## src/sbusr_pkg.sv

```systemverilog
// sbusr_pkg: constants, status codes and the frame entry type for the
// serial frame receiver. Used by every module of the block.
`default_nettype none
package sbusr_pkg;

  localparam int FRAME_LENGTH = 25;
  localparam int CH_WIDTH     = 11;
  localparam int NUM_PROP     = 16;
  localparam int DATA_BITS    = (FRAME_LENGTH - 3) * 8;
  localparam int SHIFT_BITS   = (FRAME_LENGTH - 2) * 8;
  localparam int QUEUE_DEPTH  = 2;
  localparam int QPTR_W       = $clog2(QUEUE_DEPTH);
  localparam int QCNT_W       = $clog2(QUEUE_DEPTH + 1);
  localparam int LOST_FLAG_BIT = 2;

  localparam logic [7:0]          START_BYTE       = 8'h0F;
  localparam logic [7:0]          END_BYTE         = 8'h00;
  localparam logic [7:0]          LOST_LIMIT_RESET = 8'd10;
  localparam logic [CH_WIDTH-1:0] DIGITAL_ON       = 11'h7FF;
  localparam logic [4:0]          LAST_POS         = 5'(FRAME_LENGTH - 1);
  localparam logic [4:0]          DIG0_INDEX       = 5'(NUM_PROP);
  localparam logic [4:0]          DIG1_INDEX       = 5'(NUM_PROP + 1);

  typedef enum logic [1:0] {
    STATUS_GOOD    = 2'd0,
    STATUS_LOST    = 2'd1,
    STATUS_BAD_END = 2'd2
  } status_t;

  typedef struct packed {
    logic [DATA_BITS-1:0] data;
    logic [1:0]           digital;
    status_t              status;
    logic [7:0]           lost_count;
    logic [15:0]          error_count;
    logic                 reset_request;
    logic                 link_seen;
  } frame_entry_t;

endpackage
`default_nettype wire

```

## src/sbusr_front.sv

```systemverilog
// sbusr_front: byte framing, frame classification and the status counters.
// Depends on sbusr_pkg; pushes one entry per completed frame.
`default_nettype none
module sbusr_front (
  input  wire logic                  clk,
  input  wire logic                  rst,
  input  wire logic                  cfg_wr_en,
  input  wire logic [7:0]            cfg_wr_data,
  input  wire logic                  in_valid,
  output logic                       in_stall,
  input  wire logic [7:0]            rx_byte,
  input  wire logic                  q_full,
  output logic                       push,
  output sbusr_pkg::frame_entry_t    entry
);
  import sbusr_pkg::*;

  logic [4:0]            byte_position;
  logic [7:0]            lost_cnt;
  logic [15:0]           err_cnt;
  logic                  seen_good;
  logic [7:0]            lost_limit;
  logic [SHIFT_BITS-1:0] shift_reg;

  logic       accept;
  logic [7:0] flags;
  logic [7:0] lost_inc;
  logic [15:0] err_inc;

  assign in_stall = q_full;
  assign accept   = in_valid && !in_stall;
  assign push     = accept && (byte_position == LAST_POS);
  assign flags    = shift_reg[SHIFT_BITS-1 -: 8];
  assign lost_inc = (lost_cnt == 8'hFF) ? lost_cnt : lost_cnt + 8'd1;
  assign err_inc  = (err_cnt == 16'hFFFF) ? err_cnt : err_cnt + 16'd1;

  always_comb begin
    entry.data          = shift_reg[DATA_BITS-1:0];
    entry.digital       = flags[1:0];
    entry.status        = STATUS_GOOD;
    entry.lost_count    = lost_cnt;
    entry.error_count   = err_cnt;
    entry.reset_request = 1'b0;
    entry.link_seen     = seen_good;
    if (rx_byte != END_BYTE) begin
      entry.status      = STATUS_BAD_END;
      entry.error_count = err_inc;
    end else if (flags[LOST_FLAG_BIT]) begin
      entry.status        = STATUS_LOST;
      entry.lost_count    = lost_inc;
      entry.reset_request = (lost_inc > lost_limit);
    end else begin
      entry.link_seen = 1'b1;
    end
  end

  always_ff @(posedge clk) begin
    if (rst) begin
      byte_position <= '0;
      lost_cnt      <= '0;
      err_cnt       <= '0;
      seen_good     <= 1'b0;
      lost_limit    <= LOST_LIMIT_RESET;
    end else begin
      if (cfg_wr_en) begin
        lost_limit <= cfg_wr_data;
      end
      if (accept) begin
        if (byte_position == '0) begin
          if (rx_byte == START_BYTE) begin
            byte_position <= 5'd1;
          end
        end else if (byte_position != LAST_POS) begin
          byte_position <= byte_position + 5'd1;
        end else begin
          byte_position <= '0;
          if (entry.reset_request) begin
            lost_cnt  <= '0;
            err_cnt   <= '0;
            seen_good <= 1'b0;
          end else begin
            lost_cnt  <= entry.lost_count;
            err_cnt   <= entry.error_count;
            seen_good <= entry.link_seen;
          end
        end
      end
    end
  end

  // shift data bytes in from the top; byte 1 ends up in the low bits
  always_ff @(posedge clk) begin
    if (accept && byte_position != '0 && byte_position != LAST_POS) begin
      shift_reg <= {rx_byte, shift_reg[SHIFT_BITS-1:8]};
    end
  end

  a_push_not_full: assert property (@(posedge clk) disable iff (rst)
    push |-> !q_full) else $error("frame pushed into full queue");
  a_pos_range: assert property (@(posedge clk) disable iff (rst)
    byte_position <= LAST_POS) else $error("byte position out of range");
  a_req_clears: assert property (@(posedge clk) disable iff (rst)
    push && entry.reset_request |=> lost_cnt == '0 && err_cnt == '0 && !seen_good)
    else $error("counters not cleared after reset request");

endmodule
`default_nettype wire

```

## src/sbusr_queue.sv

```systemverilog
// sbusr_queue: short frame entry queue between front and back.
// Depends on sbusr_pkg for the entry type and depth.
`default_nettype none
module sbusr_queue (
  input  wire logic                     clk,
  input  wire logic                     rst,
  input  wire logic                     push,
  input  wire sbusr_pkg::frame_entry_t  wr_entry,
  output logic                          full,
  input  wire logic                     pop,
  output logic                          empty,
  output sbusr_pkg::frame_entry_t       rd_entry
);
  import sbusr_pkg::*;

  frame_entry_t      entries [QUEUE_DEPTH];
  logic [QPTR_W-1:0] wr_ptr;
  logic [QPTR_W-1:0] rd_ptr;
  logic [QCNT_W-1:0] count;

  assign full     = (count == QCNT_W'(QUEUE_DEPTH));
  assign empty    = (count == '0);
  assign rd_entry = entries[rd_ptr];

  always_ff @(posedge clk) begin
    if (rst) begin
      wr_ptr <= '0;
      rd_ptr <= '0;
      count  <= '0;
    end else begin
      if (push) begin
        wr_ptr <= (wr_ptr == QPTR_W'(QUEUE_DEPTH - 1)) ? '0 : wr_ptr + QPTR_W'(1);
      end
      if (pop) begin
        rd_ptr <= (rd_ptr == QPTR_W'(QUEUE_DEPTH - 1)) ? '0 : rd_ptr + QPTR_W'(1);
      end
      if (push && !pop) begin
        count <= count + QCNT_W'(1);
      end else if (pop && !push) begin
        count <= count - QCNT_W'(1);
      end
    end
  end

  always_ff @(posedge clk) begin
    if (push) begin
      entries[wr_ptr] <= wr_entry;
    end
  end

  a_no_overflow: assert property (@(posedge clk) disable iff (rst)
    push |-> !full) else $error("queue overflow");
  a_no_underflow: assert property (@(posedge clk) disable iff (rst)
    pop |-> !empty) else $error("queue underflow");
  a_count_range: assert property (@(posedge clk) disable iff (rst)
    count <= QCNT_W'(QUEUE_DEPTH)) else $error("queue count out of range");

endmodule
`default_nettype wire

```

## src/sbusr_back.sv

```systemverilog
// sbusr_back: unpacks one queued frame into channel result beats.
// Depends on sbusr_pkg; drives the output register of the block.
`default_nettype none
module sbusr_back (
  input  wire logic                     clk,
  input  wire logic                     rst,
  input  wire logic                     empty,
  input  wire sbusr_pkg::frame_entry_t  head,
  output logic                          pop,
  output logic                          out_valid,
  input  wire logic                     out_stall,
  output logic [4:0]                    channel_index,
  output logic [10:0]                   channel_value,
  output logic [1:0]                    status,
  output logic [7:0]                    lost_count,
  output logic [15:0]                   error_count,
  output logic                          reset_request,
  output logic                          link_seen,
  output logic                          last
);
  import sbusr_pkg::*;

  logic         active;
  logic [4:0]   idx;
  frame_entry_t cur;

  logic                emit;
  logic                beat_last;
  logic [4:0]          beat_index;
  logic [CH_WIDTH-1:0] beat_value;

  assign emit = active && (!out_valid || !out_stall);
  assign pop  = !active && !empty;

  always_comb begin
    beat_index = idx;
    beat_last  = (idx == DIG1_INDEX);
    if (cur.status == STATUS_BAD_END) begin
      beat_index = '0;
      beat_value = '0;
      beat_last  = 1'b1;
    end else if (idx < DIG0_INDEX) begin
      beat_value = cur.data[CH_WIDTH-1:0];
    end else if (idx == DIG0_INDEX) begin
      beat_value = cur.digital[0] ? DIGITAL_ON : '0;
    end else begin
      beat_value = cur.digital[1] ? DIGITAL_ON : '0;
    end
  end

  always_ff @(posedge clk) begin
    if (rst) begin
      active    <= 1'b0;
      idx       <= '0;
      out_valid <= 1'b0;
    end else begin
      if (pop) begin
        active <= 1'b1;
        idx    <= '0;
        cur    <= head;
      end else if (emit) begin
        idx      <= idx + 5'd1;
        cur.data <= cur.data >> CH_WIDTH;
        if (beat_last) begin
          active <= 1'b0;
        end
      end
      if (emit) begin
        out_valid     <= 1'b1;
        channel_index <= beat_index;
        channel_value <= beat_value;
        status        <= cur.status;
        lost_count    <= cur.lost_count;
        error_count   <= cur.error_count;
        reset_request <= cur.reset_request;
        link_seen     <= cur.link_seen;
        last          <= beat_last;
      end else if (!out_stall) begin
        out_valid <= 1'b0;
      end
    end
  end

  a_last_index: assert property (@(posedge clk) disable iff (rst)
    out_valid && last |-> channel_index == DIG1_INDEX || status == STATUS_BAD_END)
    else $error("last beat on wrong channel");
  a_bad_end_single: assert property (@(posedge clk) disable iff (rst)
    out_valid && status == STATUS_BAD_END |-> last && channel_value == '0)
    else $error("bad end beat malformed");
  a_pop_idle: assert property (@(posedge clk) disable iff (rst)
    pop |-> !active) else $error("pop while frame active");
  a_idx_range: assert property (@(posedge clk) disable iff (rst)
    active |-> idx <= DIG1_INDEX) else $error("channel index overrun");

endmodule
`default_nettype wire

```

## src/sbus_frame_receiver.sv

```systemverilog
// sbus_frame_receiver: takes one serial byte per cycle while in_stall is low;
// results pass the queue, back frame register and output register, one per
// cycle while out_stall is low (18 per good frame, 1 per bad end byte), set by
// the back part's channel counter; the back part holds one frame at a time.
// Synchronous reset clears framing, counters and queue; lost_limit becomes 10.
`default_nettype none
module sbus_frame_receiver (
  input  wire logic        clk,
  input  wire logic        rst,
  input  wire logic        cfg_wr_en,
  input  wire logic [7:0]  cfg_wr_data,
  input  wire logic        in_valid,
  output logic             in_stall,
  input  wire logic [7:0]  rx_byte,
  output logic             out_valid,
  input  wire logic        out_stall,
  output logic [4:0]       channel_index,
  output logic [10:0]      channel_value,
  output logic [1:0]       status,
  output logic [7:0]       lost_count,
  output logic [15:0]      error_count,
  output logic             reset_request,
  output logic             link_seen,
  output logic             last
);
  import sbusr_pkg::*;

  logic         push;
  logic         q_full;
  logic         q_empty;
  logic         pop;
  frame_entry_t wr_entry;
  frame_entry_t rd_entry;

  sbusr_front u_front (
    .clk         (clk),
    .rst         (rst),
    .cfg_wr_en   (cfg_wr_en),
    .cfg_wr_data (cfg_wr_data),
    .in_valid    (in_valid),
    .in_stall    (in_stall),
    .rx_byte     (rx_byte),
    .q_full      (q_full),
    .push        (push),
    .entry       (wr_entry)
  );

  sbusr_queue u_queue (
    .clk      (clk),
    .rst      (rst),
    .push     (push),
    .wr_entry (wr_entry),
    .full     (q_full),
    .pop      (pop),
    .empty    (q_empty),
    .rd_entry (rd_entry)
  );

  sbusr_back u_back (
    .clk           (clk),
    .rst           (rst),
    .empty         (q_empty),
    .head          (rd_entry),
    .pop           (pop),
    .out_valid     (out_valid),
    .out_stall     (out_stall),
    .channel_index (channel_index),
    .channel_value (channel_value),
    .status        (status),
    .lost_count    (lost_count),
    .error_count   (error_count),
    .reset_request (reset_request),
    .link_seen     (link_seen),
    .last          (last)
  );

endmodule
`default_nettype wire
```

## config.mk

```make
export PLATFORM = sky130hd
export DESIGN_NAME = sbus_frame_receiver
export DESIGN_NICKNAME = d
export VERILOG_FILES = /design/src/sbusr_pkg.sv /design/src/sbusr_front.sv /design/src/sbusr_queue.sv /design/src/sbusr_back.sv /design/src/sbus_frame_receiver.sv
export SDC_FILE = /design/constraint.sdc
export NUM_CORES = 1
export LEC_CHECK = 0
export ABC_CLOCK_PERIOD_IN_PS = 16100
export BUFFER_PORTS_ARGS = -buffer_cell sky130_fd_sc_hd__buf_2
export CORE_MARGIN = 10
export CORE_UTILIZATION = 62
export CTS_CLUSTER_SIZE = 20
export DETAILED_ROUTE_END_ITERATION = 8
export GPL_TIMING_DRIVEN = 0
export PLACE_DENSITY = 0.81
export SLEW_MARGIN = 5
export SYNTH_ARGS = -nofsm -noshare
export SYNTH_HDL_FRONTEND = slang
export SYNTH_HIERARCHICAL = 1
export SYNTH_SLANG_ARGS = --single-unit
export TNS_END_PERCENT = 10
```

## constraint.sdc

```tcl
create_clock -name clk -period 16.1 [get_ports clk]
set_input_delay 1.61 -clock clk [delete_from_list [all_inputs] [get_ports clk]]
set_output_delay 1.61 -clock clk [all_outputs]
set_load 0.05 [all_outputs]
```

==> impl_results.md <==
- #FFs+latches synth: 897
- CP cell instances: ha_1 > and4_1 > clkbuf_1 > nand4_1 > nor2b_1 > mux2i_1 > ha_1 > a211oi_1 > nor2_1 > nor4_1 > a32o_1 > clkbuf_1 > a21oi_1 > a31oi_1
- Clock transition at the registers of the reported paths: 60 ps
- Final Skew: 15.4 ps
- Num ports: 68
- Vias in the first global route: 17.1k
- Initial core utilization: 0.629
- # DRC: 0
- Final Critical Period: 4150 ps
- CP endpoint kind: flop
- Dpl cell area: 37600 um2
- Status: complete, no violations
- Largest family of logic cells by synthesized area: multiplexers
- Crit path buf inv count: 2
- Vias per cell: 5.61
- Post-CTS Resized: 0
- WL/cell: 21.6 um
- CTS buffer count: 83
- Post-Syn Instances: 1863
- Slowest CP cell: dfxtp_1
- Placed Instances: 2709
- Layout Cells excl Fill: 2857
- CP arrival: 4670 ps
- Setup crit start kind: flop
- DR vias: 16.0k
- Gpl congestion: 0.805
- Root buffer cell: clkbuf_16
- Final wirelength: 61.8 mm
- RSZ-0062 raised after global routing: false
- CTS tree: done
- Length of the first detailed-routing pass in iterations: 5
- Slew at the pin closest to its max-slew limit: 979 ps
- Post-CTS setup buffers: 0
- Rows: 87
- Final hold vios: 0
- Largest stage delay on the critical path: 460 ps
- Period Utilization, post-route: 0.258
- Insertion delay to the later sink of the worst-skew pair: 610 ps
- Power share of the sequential group: 0.502
- Syn Nets: 1900
- Fraction of layout instances using a drive strength above 1: 0.395
- Max-Cap Viols: 0
- Post-synthesis sequential area ratio: 0.741
- Kind of critical path: reg -> reg
- Finish-stage setup viols: 0
- Clk buf depth: 3
- Busiest grt layer: met2
- Synth Area per Inst: 19.2 um2
- Core area: 56700 um2
- Area delta synth->final: 12.9%
- Async SR Flop Fraction: 0
- Yosys top cell by area: edfxtp_1
- 1st-iter DRT viols: 1058
- Ranking of synthesized cells by area: edfxtp_1 71%, mux2_4 10%, mux2_2 4.2%, buf_4 3.8%, dfxtp_1 2.8%
- Max transition margin: 0.341
- Met2 Use GR: 0.339
- WP data required: 16610 ps
- Fin area: 40300 um2
- Synth Area in XOR/XNOR: 0.00564
- Synth top area share: 0.713
- Die Wd: 260 um
- Power share of the clock group: 0.305
- Yosys warns: 6
- Die Y: 260 um
- Largest net degree at the start of global routing: 111
- Netlist cell types: 63
- P_int: 4820 uW
- Compound-gate portion of the synthesized area: 0.0182
- Combinational Power Share: 0.193
- Area of the die: 67600 um2
- Dpl ws: 11520 ps
- Net Sw Power: 1510 uW
- Post-synthesis mux area share: 0.146
- Total GRT Usage: 0.183
- Min-delay worst type: reg -> reg
- Post-Synth Adder-Cell Area: 0.00561
- Dpl hpwl: 38.3 mm
- Switching share of power: 0.238
- Hold_buf cts: 0
- Post-synth EDFFs: 847
- H-tree levels: 3
- Routed Antenna Nets: 0
- Fmax: 241 MHz
- Max VDD drop: 0.118 mV
- Synth Area in Simple Gates: 0.0255
- Max-slew violations: 0
- CP max FO: 10
- Fin worst setup slack: 11950 ps
- Max FFs per register: 412
- Layout Nets: 2075
- Ys flop type: edfxtp_1
- M1 GR Usage: 0.213
- Port bufs: 66
- Power Dens Cells: 157 nW/um2
- Final Power: 6330 uW
- Met3 GRT Util: 0.0335
- Largest delay contributor family on the critical path: simple AND/OR/NAND/NOR gates
- Grt total ovfl: 0
- First-pass GRT wire length: 95.8 mm
- CTS sink count: 897
- Leakage Power: 0.0143 uW
- Synthesized area: 35700 um2
- Initial antenna violation count: 1
## kinds of logic (layout without fill, tap and decap cells)
kind of cell	count (synthesis)	after routing
DFF	897	897
muxes	384	384
buffers and inverters	269	506
and+or+nand+nor	168	168
AOI/OAI and AO/OA	106	106
xor gates and xnor gates	23	23
adders and majority gates	16	16
other	0	1
## metrics by stage
stage,hold slack [ps],utilization,setup TNS (ps)
3_3_place_gp,403,0.652,-594270
5_1_grt,422,0.710,0
6_report,412,0.710,0
4_1_cts,403,0.710,0
2_1_floorplan,400,-,0
3_5_place_dp,405,0.663,0
## area by class of cell
| cell class | instances | area [um2] |
|---|---|---|
| flip-flops and latches | 897 | 26400 |
| fillers | 3202 | 16400 |
| multi-input cells | 697 | 7200 |
| clock buffers | 100 | 2200 |
| plain buffers | 240 | 1970 |
| well taps | 756 | 946 |
| repair buffers | 90 | 911 |
| clock inverters | 47 | 485 |
| inverters | 29 | 126 |
| diodes | 1 | 2.50 |
## cells in the mapped netlist, types with 10 or more instances
| library cell | number |
|---|---|
| buf_6 | 25 |
| buf_4 | 183 |
| a21oi_1 | 31 |
| mux2i_1 | 10 |
| mux2_4 | 240 |
| xnor2_1 | 13 |
| dfxtp_1 | 50 |
| clkbuf_1 | 11 |
| nor2_1 | 42 |
| nand3_1 | 16 |
| nand2_1 | 29 |
| o21ai_0 | 31 |
| inv_1 | 27 |
| edfxtp_1 | 847 |
| buf_12 | 11 |
| xor2_1 | 10 |
| a31oi_1 | 16 |
| mux2_2 | 133 |
| and2_1 | 19 |
| ha_1 | 16 |
| nand2b_1 | 11 |
## metal layers
metal / vias up / share of wire
li1: 7278 / -
met5: - / 0
met3: 110 / 0.049
met4: 0 / 0.021
met2: 436 / 0.55
met1: 8195 / 0.38
## power groups by stage
stage,clock [uW],sequential [uW],combinational [uW]
finish,1930,3170,1220
detailed placement,0,3220,1220
global placement,0,3310,1120
global route,2050,3200,1300
floorplan,0,3270,880
CTS,1970,3180,1240
## worst reg2reg max path: stages (launching register included)
cell and delay (ps):
dfxtp_1 460, ha_1 320, and4_1 230, clkbuf_1 210
nand4_1 380, nor2b_1 270, mux2i_1 190, ha_1 280
a211oi_1 210, nor2_1 90, nor4_1 280, a32o_1 250
clkbuf_1 460, a21oi_1 180, a31oi_1 220
## path summary, 6_finish.rpt
| check | start | to | slack [ps] | cells after the start |
|---|---|---|---|---|
| setup / recovery | u_front/lost_cnt[0] | u_front/err_cnt[5] | 11950 | 14 |
| hold / removal | u_back/cur[9] | u_back/error_count[7] | 410 | 0 |
| setup reg to reg | u_front/lost_cnt[0] | u_front/err_cnt[5] | 11950 | 14 |
| hold reg to reg | u_back/cur[9] | u_back/error_count[7] | 410 | 0 |
## placed cells by master (no fill, tap or decap), drive strengths merged, types with 5 or more instances in the layout
cell	n
nor2	43
a31oi	16
o21ai	32
inv	30
and2	19
nand2b	11
edfxtp	847
mux2i	10
a21oi	31
nor2b	7
xor2	10
ha	16
nand4	8
nand2	30
nand3	16
mux2	374
bufinv	10
buf	318
and3	5
or3	6
xnor2	13
clkbuf	112
clkinv	33
dfxtp	50
a22o	7
Power figures use the tool's default switching activity.
